==> src/hdl/npsc_pkg.sv <==
// npsc_pkg: shared types, constants and helpers of the nearest point search core
// used by npsc_cell and nearest_point_search_core; no dependencies
package npsc_pkg;

	localparam int MAX_POINTS = 1024;
	localparam int COORD_W    = 16;
	localparam int FIELD_W    = 16;
	localparam int NUM_AXES   = 3;
	localparam int IDX_W      = $clog2(MAX_POINTS);
	localparam int CNT_W      = $clog2(MAX_POINTS + 1);
	localparam int DSUM_W     = 2 * COORD_W + 2;
	localparam int OUT_IDX_W  = 10;
	localparam int OUT_DIST_W = 34;
	localparam int DIMS_W     = 2;

	localparam logic [DIMS_W-1:0] DIMS_THREE = 2'd3;

	typedef enum logic [1:0] {
		OP_CLEAR  = 2'd0,
		OP_APPEND = 2'd1,
		OP_QUERY  = 2'd2
	} opcode_t;

	typedef enum logic [1:0] {
		ST_IDLE,
		ST_SCAN,
		ST_WAIT,
		ST_EMIT
	} state_t;

	typedef logic [NUM_AXES-1:0][COORD_W-1:0] point_t;

	// one word traveling down the cell chain
	typedef struct packed {
		logic              vld;
		logic              last;
		logic [IDX_W-1:0]  idx;
		logic [DSUM_W-1:0] sum;
		point_t            pt;
	} word_t;

	// sign-extend or wrap a 16-bit field to the coordinate width
	function automatic logic [COORD_W-1:0] to_coord(input logic signed [FIELD_W-1:0] f);
		return COORD_W'(f);
	endfunction

endpackage

==> src/hdl/npsc_cell.sv <==
// npsc_cell: one axis cell of the distance chain; holds one query coordinate,
// adds the squared axis difference to the passing word; depends on npsc_pkg
module npsc_cell (
	input  logic                         clk,
	input  logic                         arst_n,
	input  logic                         q_load,
	input  logic [npsc_pkg::COORD_W-1:0] q_coord,
	input  logic                         use_axis,
	input  npsc_pkg::word_t              word_in,
	output npsc_pkg::word_t              word_out
);

	logic [npsc_pkg::COORD_W-1:0]   q_q;
	logic [npsc_pkg::COORD_W-1:0]   p;
	logic signed [npsc_pkg::COORD_W:0] diff;
	logic [npsc_pkg::COORD_W:0]     neg;
	logic [npsc_pkg::COORD_W-1:0]   mag;
	logic [2*npsc_pkg::COORD_W-1:0] sq;
	logic [npsc_pkg::DSUM_W-1:0]    sum_next;
	logic                           vld_q;
	npsc_pkg::word_t                pay_q;

	always_ff @(posedge clk) begin
		if (q_load) begin
			q_q <= q_coord;
		end
	end

	always_comb begin
		p        = word_in.pt[0];
		diff     = signed'({p[npsc_pkg::COORD_W-1], p})
		         - signed'({q_q[npsc_pkg::COORD_W-1], q_q});
		neg      = -diff;
		// |diff| always fits the coordinate width
		mag      = diff[npsc_pkg::COORD_W] ? neg[npsc_pkg::COORD_W-1:0]
		                                   : diff[npsc_pkg::COORD_W-1:0];
		sq       = mag * mag;
		sum_next = word_in.sum + (use_axis ? npsc_pkg::DSUM_W'(sq) : '0);
	end

	always_ff @(posedge clk or negedge arst_n) begin
		if (!arst_n) begin
			vld_q <= 1'b0;
		end else begin
			vld_q <= word_in.vld;
		end
	end

	always_ff @(posedge clk) begin
		pay_q.vld  <= 1'b0;
		pay_q.last <= word_in.last;
		pay_q.idx  <= word_in.idx;
		pay_q.sum  <= sum_next;
		// next cell sees the next axis in slot zero
		pay_q.pt   <= word_in.pt >> npsc_pkg::COORD_W;
	end

	always_comb begin
		word_out     = pay_q;
		word_out.vld = vld_q;
	end

endmodule

==> config.mk <==
export PLATFORM = sky130hd
export DESIGN_NAME = npsc_cell
export DESIGN_NICKNAME = d
export VERILOG_FILES = /design/src/hdl/npsc_pkg.sv /design/src/hdl/npsc_cell.sv
export SDC_FILE = /design/constraint.sdc
export NUM_CORES = 1
export LEC_CHECK = 0
export BUFFER_PORTS_ARGS = -buffer_cell sky130_fd_sc_hd__buf_2
export CAP_MARGIN = 20
export CORE_MARGIN = 1.5
export CORE_UTILIZATION = 27
export DETAILED_ROUTE_END_ITERATION = 12
export MAX_ROUTING_LAYER = met4
export PLACE_DENSITY = 0.42
export SYNTH_ARGS = -nofsm -noshare
export SYNTH_HDL_FRONTEND = slang
export SYNTH_SLANG_ARGS = --single-unit
==> constraint.sdc <==
create_clock -name clk -period 12.5 [get_ports clk]
set_input_delay 1.25 -clock clk [delete_from_list [all_inputs] [get_ports clk]]
set_output_delay 1.25 -clock clk [all_outputs]
set_load 0.05 [all_outputs]
==> results.py, run 1 <==
metrics = {
    "status": {
        "run_status": "completed",
    },
    "drt": {
        "route.detailed.drc": 0,
        "drtAntennaViolNets": 0,
        "routed_via_density": 4.31,
        "finalWirelength_mm": 31.4,
        "detailedRoute.firstPassIterationCount": 4,
        "first_iter_violations": 297,
        "dr_wl_cell_um": 14.3,
        "number_of_vias_in_the_routed_layout": 9505,
    },
    "floorplanning": {
        "start_util_pct": 27.5,
        "core_area_um2": 44400,
        "placementRows": 77,
        "dieWidth_um": 216,
        "ios": 208,
        "floorplan.die.height_um": 216,
        "die_area_um2": 46500,
    },
    "synthesis": {
        "syn-cell-area_um2": 12200,
        "synth_area_leader_cell": "sky130_fd_sc_hd__fa_1",
        "post-synth-top-count-cell": "sky130_fd_sc_hd__inv_1",
        "synthArstFlopShare_pct": 1.06,
        "ys_top_cells_by_count": "sky130_fd_sc_hd__inv_1, sky130_fd_sc_hd__fa_1, sky130_fd_sc_hd__ha_1",
        "synth_edf_count": 16,
        "synth.ff_latch_count": 94,
        "synth_sequential_area_ratio_pct": 16.8,
        "ys_warn_count": 0,
        "netlist_instances": 1362,
        "postSynth.topFlopCell": "sky130_fd_sc_hd__dfxtp_1",
        "yosys.area.top_type_share_pct": 26.4,
        "netlist-cell-type-count": 71,
        "postSynthAreaPerCell_um2": 8.96,
        "post_synth_main_area_contributors": "sky130_fd_sc_hd__fa_1, sky130_fd_sc_hd__ha_1, sky130_fd_sc_hd__dfxtp_1, sky130_fd_sc_hd__inv_1, sky130_fd_sc_hd__edfxtp_1",
    },
    "run": {
        "maxCapViolCount": 0,
    },
    "worst_setup_path": {
        "critical-path-top-cell-by-count": "sky130_fd_sc_hd__fa_1",
        "crit_fanout": 5,
        "crit_slowest_cell": "sky130_fd_sc_hd__fa_1",
        "worst_setup_path_end_kind": "flip-flop",
        "timing.critical_path.required_ps": 12770,
        "crit_type": "input pin to flip-flop",
        "worst_endpoint_data_arrival_time_ps": 11900,
        "r2r_cells": 42,
        "start_kind": "input pin",
        "slowest_stage_delay_on_critical_path_ps": 590,
    },
    "finish": {
        "syn_to_final_growth_pct": 19.3,
        "layout-drive-gt1-share_pct": 18.5,
        "diodes_inserted": 0,
        "fillCellCount": 4762,
        "final_nets": 2029,
    },
    "sta": {
        "finClkSkew_ps": 12.4,
        "worst_slew_margin_rel_pct": 25.0,
        "hold_violations": 0,
        "worstMarginPinSlew_ps": 1110,
        "timing_max_transition_violations_final": 0,
        "setup_total_negative_slack_ps": 0,
        "fmax_mhz": 86.0,
        "post_route_clock_period_utilization_pct": 93.0,
        "unrepaired_setup_endpoints_after_global_routing": "false",
        "layout_min_cycle_time_ps": 11630,
        "finalSetupViolations": 0,
    },
    "placed_design": {
        "place.gp.congestion": 0.821,
        "hpwlAfterDp_mm": 27.0,
        "io_buffers": 191,
    },
    "clocking": {
        "cts_htree_levels": 3,
        "cts-hold-fix-buffers": 0,
        "clock_root_buffer": "sky130_fd_sc_hd__clkbuf_16",
        "max-clock-path-buffers": 2,
        "clkTransAtPathRegs_ps": 80,
        "cts_buffers": 9,
        "tritoncts": "built",
        "post-cts-setup-buffers": 0,
        "cts_resized": 0,
        "tritoncts_num_sinks": 94,
        "clk_latency_ps": 380,
    },
    "global_route": {
        "antenna_violations_before_repair": 0,
        "grt_util_all_layers_pct": 14.7,
        "number_of_global_route_vias_before_repair": 10100,
        "pin_count_of_the_biggest_net_entering_global_routing": 32,
        "grt_first_pass_wirelength_mm": 52.6,
        "global_route.overflow_total": 0,
    },
    "min_path": {
        "hold_path_class": "input pin to asynchronous set/reset pin",
    },
}
==> layer usage <==
layer,vias to the layer above,track usage [%],share of wire (%)
met5,-,-,0
met4,0,3.80,1.5
met3,29,2.31,3.4
met2,156,22.3,44
met1,4463,20.3,51
li1,4857,-,-
==> final timing paths <==
kind	startpoint	end	slack (ps)
max in group asynchronous	arst_n	vld_q$_DFF_PN0_	11790
worst max register to register	q_q[0]$_DFFE_PP_	word_out[80]$_DFF_P_	1470
worst max-delay path	word_in[0]	word_out[80]$_DFF_P_	870
worst min register to register	q_q[0]$_DFFE_PP_	word_out[48]$_DFF_P_	1280
worst min-delay path	arst_n	vld_q$_DFF_PN0_	630
min in group clk	word_in[91]	word_out[91]$_DFF_P_	960
==> cells in the final DEF (no fill, tap or decap), types with 13 or more instances in the layout <==
cell	instances
sky130_fd_sc_hd__edfxtp_1	16
sky130_fd_sc_hd__conb_1	16
sky130_fd_sc_hd__buf_4	67
sky130_fd_sc_hd__o21a_1	17
sky130_fd_sc_hd__xnor2_1	50
sky130_fd_sc_hd__nand2b_1	19
sky130_fd_sc_hd__dfxtp_1	77
sky130_fd_sc_hd__nor2b_1	13
sky130_fd_sc_hd__inv_1	266
sky130_fd_sc_hd__a21oi_1	67
sky130_fd_sc_hd__a21o_1	36
sky130_fd_sc_hd__o21ai_0	33
sky130_fd_sc_hd__ha_1	148
sky130_fd_sc_hd__nor3_1	21
sky130_fd_sc_hd__and2_1	24
sky130_fd_sc_hd__xor2_1	27
sky130_fd_sc_hd__buf_2	191
sky130_fd_sc_hd__nand2_1	79
sky130_fd_sc_hd__fa_1	161
sky130_fd_sc_hd__nor2_1	128
==> worst max-delay path, delay by kind of cell <==
kind                     cells  cell delay [ps]
XOR/XNOR                     2              300
AND/OR/NAND/NOR             12             2370
AO/OA/AOI/OAI               13             2840
multiplexers                 1              260
buffers and inverters        6              450
adder cells (fa/ha/maj)     10             4420
==> metrics by stage <==
step | util, % | worst slack (ps) | instance area, um^2 | hold WS (ps) | std cells
floorplan | - | 1220 | 12300 | 954 | 1377
global placement | 32.1 | 183 | 14200 | 1020 | 2187
detailed placement | 32.1 | 158 | 14200 | 1030 | 2187
CTS | 32.7 | 533 | 14500 | 592 | 2203
global route | 32.8 | 147 | 14600 | 594 | 2203
finish | 32.8 | 872 | 14600 | 626 | 2203
==> kinds of logic after synthesis <==
group / share of synthesized area (%)
adders and majority gates: 41.6
other: 0.0307
xor gates and xnor gates: 5.78
buffers and inverters: 10.2
and+or+nand+nor: 13.3
DFF: 16.8
AOI/OAI and AO/OA: 12.2
muxes: 0.246
==> area by class of cell <==
| cell class | instances | area (um^2) | area share [%] |
|---|---|---|---|
| inverter | 272 | 1020 | 7.01 |
| tap | 592 | 741 | 5.09 |
| multi-input combinational | 971 | 9000 | 61.8 |
| sequential | 94 | 2050 | 14.1 |
| timing repair buffer | 258 | 1460 | 10.0 |
| clock buffer | 9 | 225 | 1.55 |
| clock inverter | 7 | 65.1 | 0.447 |
==> flip-flops by register name, summed over array words and instances, names as in the netlist <==
name	cells
q_q	16
word_out	77
vld_q	1
Power of run 1 is left out: the tool's default activity adds up to more than one toggle a clock period on the data nets, which glitch-free logic cannot reach.
==> run 2, diff against run 1 <==
--- a/config.mk
+++ b/config.mk
@@ -7,11 +7,13 @@
 export LEC_CHECK = 0
 export BUFFER_PORTS_ARGS = -buffer_cell sky130_fd_sc_hd__buf_2
 export CAP_MARGIN = 20
+export CORE_ASPECT_RATIO = 1.2
 export CORE_MARGIN = 1.5
 export CORE_UTILIZATION = 27
 export DETAILED_ROUTE_END_ITERATION = 12
 export MAX_ROUTING_LAYER = met4
 export PLACE_DENSITY = 0.42
+export RECOVER_POWER = 50
 export SYNTH_ARGS = -nofsm -noshare
 export SYNTH_HDL_FRONTEND = slang
 export SYNTH_SLANG_ARGS = --single-unit
==> run 2 against run 1 <==
Non-clock buffer count increased by 33. Sequential share of layout area is 0.23 points lower. Clock-buffer cell count is the same. Critical path depth is 5 higher. Largest cell class unchanged. Maximum frequency down 0.19%. Flip-flop and latch count did not move. Hold slack worse by 0.65 ps.
==> results.py, run 2 (synthesis gave the netlist of run 1 again) <==
metrics = {
    "status": {
        "run_status": "completed",
    },
    "floorplanning": {
        "ios": 208,
        "floorplan.die.height_um": 236,
        "start_util_pct": 27.3,
        "dieWidth_um": 197,
        "die_area_um2": 46500,
        "placementRows": 85,
        "core_area_um2": 44800,
    },
    "clocking": {
        "tritoncts_num_sinks": 94,
        "cts_buffers": 9,
        "tritoncts": "built",
        "cts_htree_levels": 3,
        "cts-hold-fix-buffers": 0,
        "clock_root_buffer": "sky130_fd_sc_hd__clkbuf_16",
        "clkTransAtPathRegs_ps": 80,
        "max-clock-path-buffers": 2,
        "post-cts-setup-buffers": 0,
        "clk_latency_ps": 390,
    },
    "global_route": {
        "pin_count_of_the_biggest_net_entering_global_routing": 32,
        "global_route.overflow_total": 0,
        "antenna_violations_before_repair": 0,
        "number_of_global_route_vias_before_repair": 10300,
        "grt_util_all_layers_pct": 15.1,
        "grt_first_pass_wirelength_mm": 53.8,
    },
    "worst_setup_path": {
        "critical-path-top-cell-by-count": "sky130_fd_sc_hd__fa_1",
        "slowest_stage_delay_on_critical_path_ps": 560,
        "worst_setup_path_end_kind": "flip-flop",
        "worst_endpoint_data_arrival_time_ps": 11920,
        "timing.critical_path.required_ps": 12770,
        "crit_fanout": 6,
        "start_kind": "input pin",
        "crit_slowest_cell": "sky130_fd_sc_hd__fa_1",
        "crit_type": "input pin to flip-flop",
    },
    "sta": {
        "layout_min_cycle_time_ps": 11650,
        "fmax_mhz": 85.8,
        "finalSetupViolations": 0,
        "timing_max_transition_violations_final": 0,
        "finClkSkew_ps": 23.7,
        "worstMarginPinSlew_ps": 1080,
        "worst_slew_margin_rel_pct": 27.9,
        "unrepaired_setup_endpoints_after_global_routing": "false",
        "post_route_clock_period_utilization_pct": 93.2,
        "hold_violations": 0,
    },
    "placed_design": {
        "hpwlAfterDp_mm": 27.9,
        "io_buffers": 191,
        "place.gp.congestion": 0.858,
    },
    "run": {
        "maxCapViolCount": 0,
    },
    "finish": {
        "diodes_inserted": 0,
        "layout.cells.most_common": "sky130_fd_sc_hd__inv_1",
        "syn_to_final_growth_pct": 21.2,
        "utilization_pct": 33.1,
        "layout-drive-gt1-share_pct": 19.0,
        "mostFrequentLayoutCells": "sky130_fd_sc_hd__inv_1, sky130_fd_sc_hd__buf_2, sky130_fd_sc_hd__fa_1",
        "final_nets": 2062,
        "largest_register_ffs": 77,
    },
    "drt": {
        "first_iter_violations": 339,
        "drtAntennaViolNets": 0,
        "finalWirelength_mm": 32.3,
        "route.detailed.drc": 0,
        "routed_via_density": 4.31,
        "detailedRoute.firstPassIterationCount": 5,
        "number_of_vias_in_the_routed_layout": 9714,
        "dr_wl_cell_um": 14.3,
    },
    "min_path": {
        "hold_path_class": "input pin to asynchronous set/reset pin",
    },
}
==> run 2: cell count changes in the layout (fill, tap and decap cells not counted), sizes merged <==
cell and change:
clkinv +1, buf +15, inv -1, clkbuf +18
==> run 2: worst paths after layout <==
check,start,end,slack [ps],cells after the start
max,word_in[0],word_out[80]$_DFF_P_,850,49
min,arst_n,vld_q$_DFF_PN0_,630,1
max reg2reg,q_q[0]$_DFFE_PP_,word_out[80]$_DFF_P_,1470,47
min reg2reg,q_q[0]$_DFFE_PP_,word_out[48]$_DFF_P_,1460,4
max in group asynchronous,arst_n,vld_q$_DFF_PN0_,11790,1
min in group clk,word_in[85],word_out[85]$_DFF_P_,960,1
==> run 2: per-stage QoR <==
stage               hold WS (ps)  setup TNS, ps  area (um^2)  setup slack [ps]  cells
finish                       625              0        14800               850   2253
global route                 608              0        14800              47.2   2253
CTS                          599              0        14800               276   2253
detailed placement          1030          -99.3        14500             -90.5   2237
global placement            1020           -171        14500              -129   2237
floorplan                    954              0        12300              1220   1377
==> run 2: worst max-delay path, delay by kind of cell <==
| kind | cells | cell delay, ps |
|---|---|---|
| adders and majority gates | 10 | 3860 |
| and+or+nand+nor | 11 | 2290 |
| AOI/OAI and AO/OA | 15 | 2780 |
| xor gates and xnor gates | 4 | 720 |
| buffers and inverters | 9 | 1010 |
==> run 2: layer usage <==
layer | up-vias | global-route usage (%) | wire length, um
li1 | 4903 | - | -
met1 | 4609 | 19.1 | 15000
met2 | 174 | 25.1 | 15700
met3 | 28 | 2.12 | 949
met4 | 0 | 4.30 | 669
met5 | - | - | 0
==> run 2: layout make-up <==
cell class / instances / area (um^2)
Tap cell: 609 / 762
Timing Repair Buffer: 291 / 1680
Clock buffer: 9 / 225
Clock inverter: 7 / 67.6
Multi-Input combinational cell: 971 / 8990
Sequential cell: 94 / 2050
Inverter: 272 / 1020
Fill cell: 4785 / 30000
==> run 2: timing repair <==
action                                  in CTS  in global routing
endpoints found under the hold margin        0                  0
gates resized for setup                      0                  5
endpoints found under the setup margin       0                  2
Power of run 2 is left out for the same reason.
==> run 3, diff against run 2 <==
--- a/config.mk
+++ b/config.mk
@@ -5,14 +5,14 @@
 export SDC_FILE = /design/constraint.sdc
 export NUM_CORES = 1
 export LEC_CHECK = 0
-export BUFFER_PORTS_ARGS = -buffer_cell sky130_fd_sc_hd__buf_2
 export CAP_MARGIN = 20
 export CORE_ASPECT_RATIO = 1.2
 export CORE_MARGIN = 1.5
 export CORE_UTILIZATION = 27
 export DETAILED_ROUTE_END_ITERATION = 12
+export DONT_BUFFER_PORTS = 1
 export MAX_ROUTING_LAYER = met4
-export PLACE_DENSITY = 0.42
+export PLACE_DENSITY = 0.38
 export RECOVER_POWER = 50
 export SYNTH_ARGS = -nofsm -noshare
 export SYNTH_HDL_FRONTEND = slang
==> constraint.sdc (replaced) <==
create_clock -name clk -period 12.5 [get_ports clk]
set_input_delay 2.5 -clock clk [delete_from_list [all_inputs] [get_ports clk]]
set_output_delay 2.5 -clock clk [all_outputs]
set_load 0.05 [all_outputs]
==> run 3 against run 2 <==
Global-route usage rose by 0.39 points. Clock-buffer cell count did not move. Final area grew 4.4%. Clock skew shrank 11 ps. Sequential share of layout area is 0.58 points lower. Cell count decreased by 0.89%. Hold slack improved by 650 ps. Critical endpoint unchanged. Largest cell class unchanged. Highest routed layer unchanged.
==> results.py, run 3 (synthesis gave the netlist of run 1 again) <==
metrics = {
    "drt": {
        "first_iter_violations": 233,
        "number_of_vias_in_the_routed_layout": 9494,
        "finalWirelength_mm": 32.8,
        "detailedRoute.firstPassIterationCount": 4,
        "route.detailed.drc": 0,
        "drtAntennaViolNets": 0,
        "dr_wl_cell_um": 14.7,
        "routed_via_density": 4.25,
    },
    "placed_design": {
        "place.gp.congestion": 0.860,
        "placed_cell_area_um2": 14800,
        "dp.cells": 2206,
        "post-place-ws_ps": -494,
        "hpwlAfterDp_mm": 28.5,
        "io_buffers": 0,
    },
    "sta": {
        "finClkSkew_ps": 13.2,
        "worst_slew_margin_rel_pct": 32.9,
        "timing.final.ws_setup_ps": 465,
        "unrepaired_setup_endpoints_after_global_routing": "true",
        "hold_violations": 0,
        "fmax_mhz": 83.1,
        "post_route_clock_period_utilization_pct": 96.3,
        "layout_min_cycle_time_ps": 12030,
        "worstMarginPinSlew_ps": 982,
        "timing_max_transition_violations_final": 0,
        "finalSetupViolations": 0,
    },
    "global_route": {
        "pin_count_of_the_biggest_net_entering_global_routing": 32,
        "grt_util_all_layers_pct": 15.5,
        "global_route.overflow_total": 0,
        "number_of_global_route_vias_before_repair": 10400,
        "antenna_violations_before_repair": 0,
        "grt_first_pass_wirelength_mm": 54.7,
    },
    "worst_setup_path": {
        "start_kind": "input pin",
        "crit_fanout": 6,
        "worst_endpoint_data_arrival_time_ps": 12320,
        "slowest_stage_delay_on_critical_path_ps": 560,
        "worst_setup_path_end_kind": "flip-flop",
        "crit_type": "input pin to flip-flop",
        "timing.critical_path.required_ps": 12780,
        "crit_slowest_cell": "sky130_fd_sc_hd__fa_1",
    },
    "clocking": {
        "cts_htree_levels": 3,
        "clock_root_buffer": "sky130_fd_sc_hd__clkbuf_16",
        "clkTransAtPathRegs_ps": 80,
        "cts-hold-fix-buffers": 0,
        "tritoncts_num_sinks": 94,
        "cts_buffers": 9,
        "tritoncts": "built",
        "clk_latency_ps": 390,
        "max-clock-path-buffers": 2,
    },
    "finish": {
        "layout-drive-gt1-share_pct": 21.4,
        "largest_register_ffs": 77,
        "mostFrequentLayoutCells": "sky130_fd_sc_hd__buf_4, sky130_fd_sc_hd__inv_1, sky130_fd_sc_hd__fa_1",
        "finalInstanceArea_um2": 15400,
        "utilization_pct": 34.5,
        "diodes_inserted": 0,
        "stdcell_count": 2233,
        "layout.cells.most_common": "sky130_fd_sc_hd__buf_4",
        "syn_to_final_growth_pct": 26.5,
        "final_nets": 2042,
    },
    "status": {
        "run_status": "completed",
    },
    "floorplanning": {
        "placementRows": 85,
        "floorplan.die.height_um": 236,
        "ios": 208,
        "start_util_pct": 27.3,
        "die_area_um2": 46500,
        "dieWidth_um": 197,
        "core_area_um2": 44800,
    },
    "min_path": {
        "hold_path_class": "flip-flop to flip-flop",
    },
    "run": {
        "maxCapViolCount": 0,
    },
}
## run 3: per-stage QoR
stage               hold WS, ps  TNS, ps
finish                     1280        0
global route               1370    -58.0
CTS                        1110        0
detailed placement         1090    -1790
global placement           1080    -1740
floorplan                   984        0
## run 3: path summary, 6_finish.rpt
kind                                       start              endpoint  slack, ps  depth (start not counted)
max in group asynchronous                 arst_n       vld_q$_DFF_PN0_      10630                          0
worst min register to register  q_q[0]$_DFFE_PP_  word_out[48]$_DFF_P_       1280                          4
worst max-delay path                  word_in[0]  word_out[80]$_DFF_P_        470                         46
worst min-delay path            q_q[0]$_DFFE_PP_  word_out[48]$_DFF_P_       1280                          4
worst max register to register  q_q[0]$_DFFE_PP_  word_out[80]$_DFF_P_       2240                         45
min in group asynchronous                 arst_n       vld_q$_DFF_PN0_       1800                          0
## run 3: repair_timing
| item | CTS | global route |
|---|---|---|
| buffers inserted | 0 | 11 |
| endpoints found under the setup margin | 2 | 7 |
| cloned | 0 | 0 |
| endpoints found under the hold margin | 0 | 0 |
| pin swaps | 0 | 25 |
| resized for setup | 8 | 54 |
## run 3: layout make-up
cell class	count	area (um^2)
Clock buffer	9	225
Tap cell	609	762
Fill cell	4718	29300
Clock inverter	7	77.6
Inverter	272	1030
Timing Repair Buffer	271	2040
Sequential cell	94	2050
Multi-Input combinational cell	971	9260
## run 3: per-layer routing
layer | global-route usage, % | wire length [um] | share of wire, % | vias to the layer above
li1 | - | - | - | 4860
met5 | - | 0 | 0 | -
met2 | 25.4 | 16000 | 49 | 147
met1 | 19.9 | 15400 | 47 | 4472
met4 | 3.91 | 465 | 1.4 | 0
met3 | 2.42 | 974 | 3.0 | 15
## run 3: worst max-delay path: cells and delay by family
family | cells | cell delay [ps]
AO/OA/AOI/OAI | 15 | 2650
XOR/XNOR | 2 | 390
adder cells (fa/ha/maj) | 10 | 4180
buffers and inverters | 11 | 1140
AND/OR/NAND/NOR | 8 | 1450
Power of run 3 is left out for the same reason.
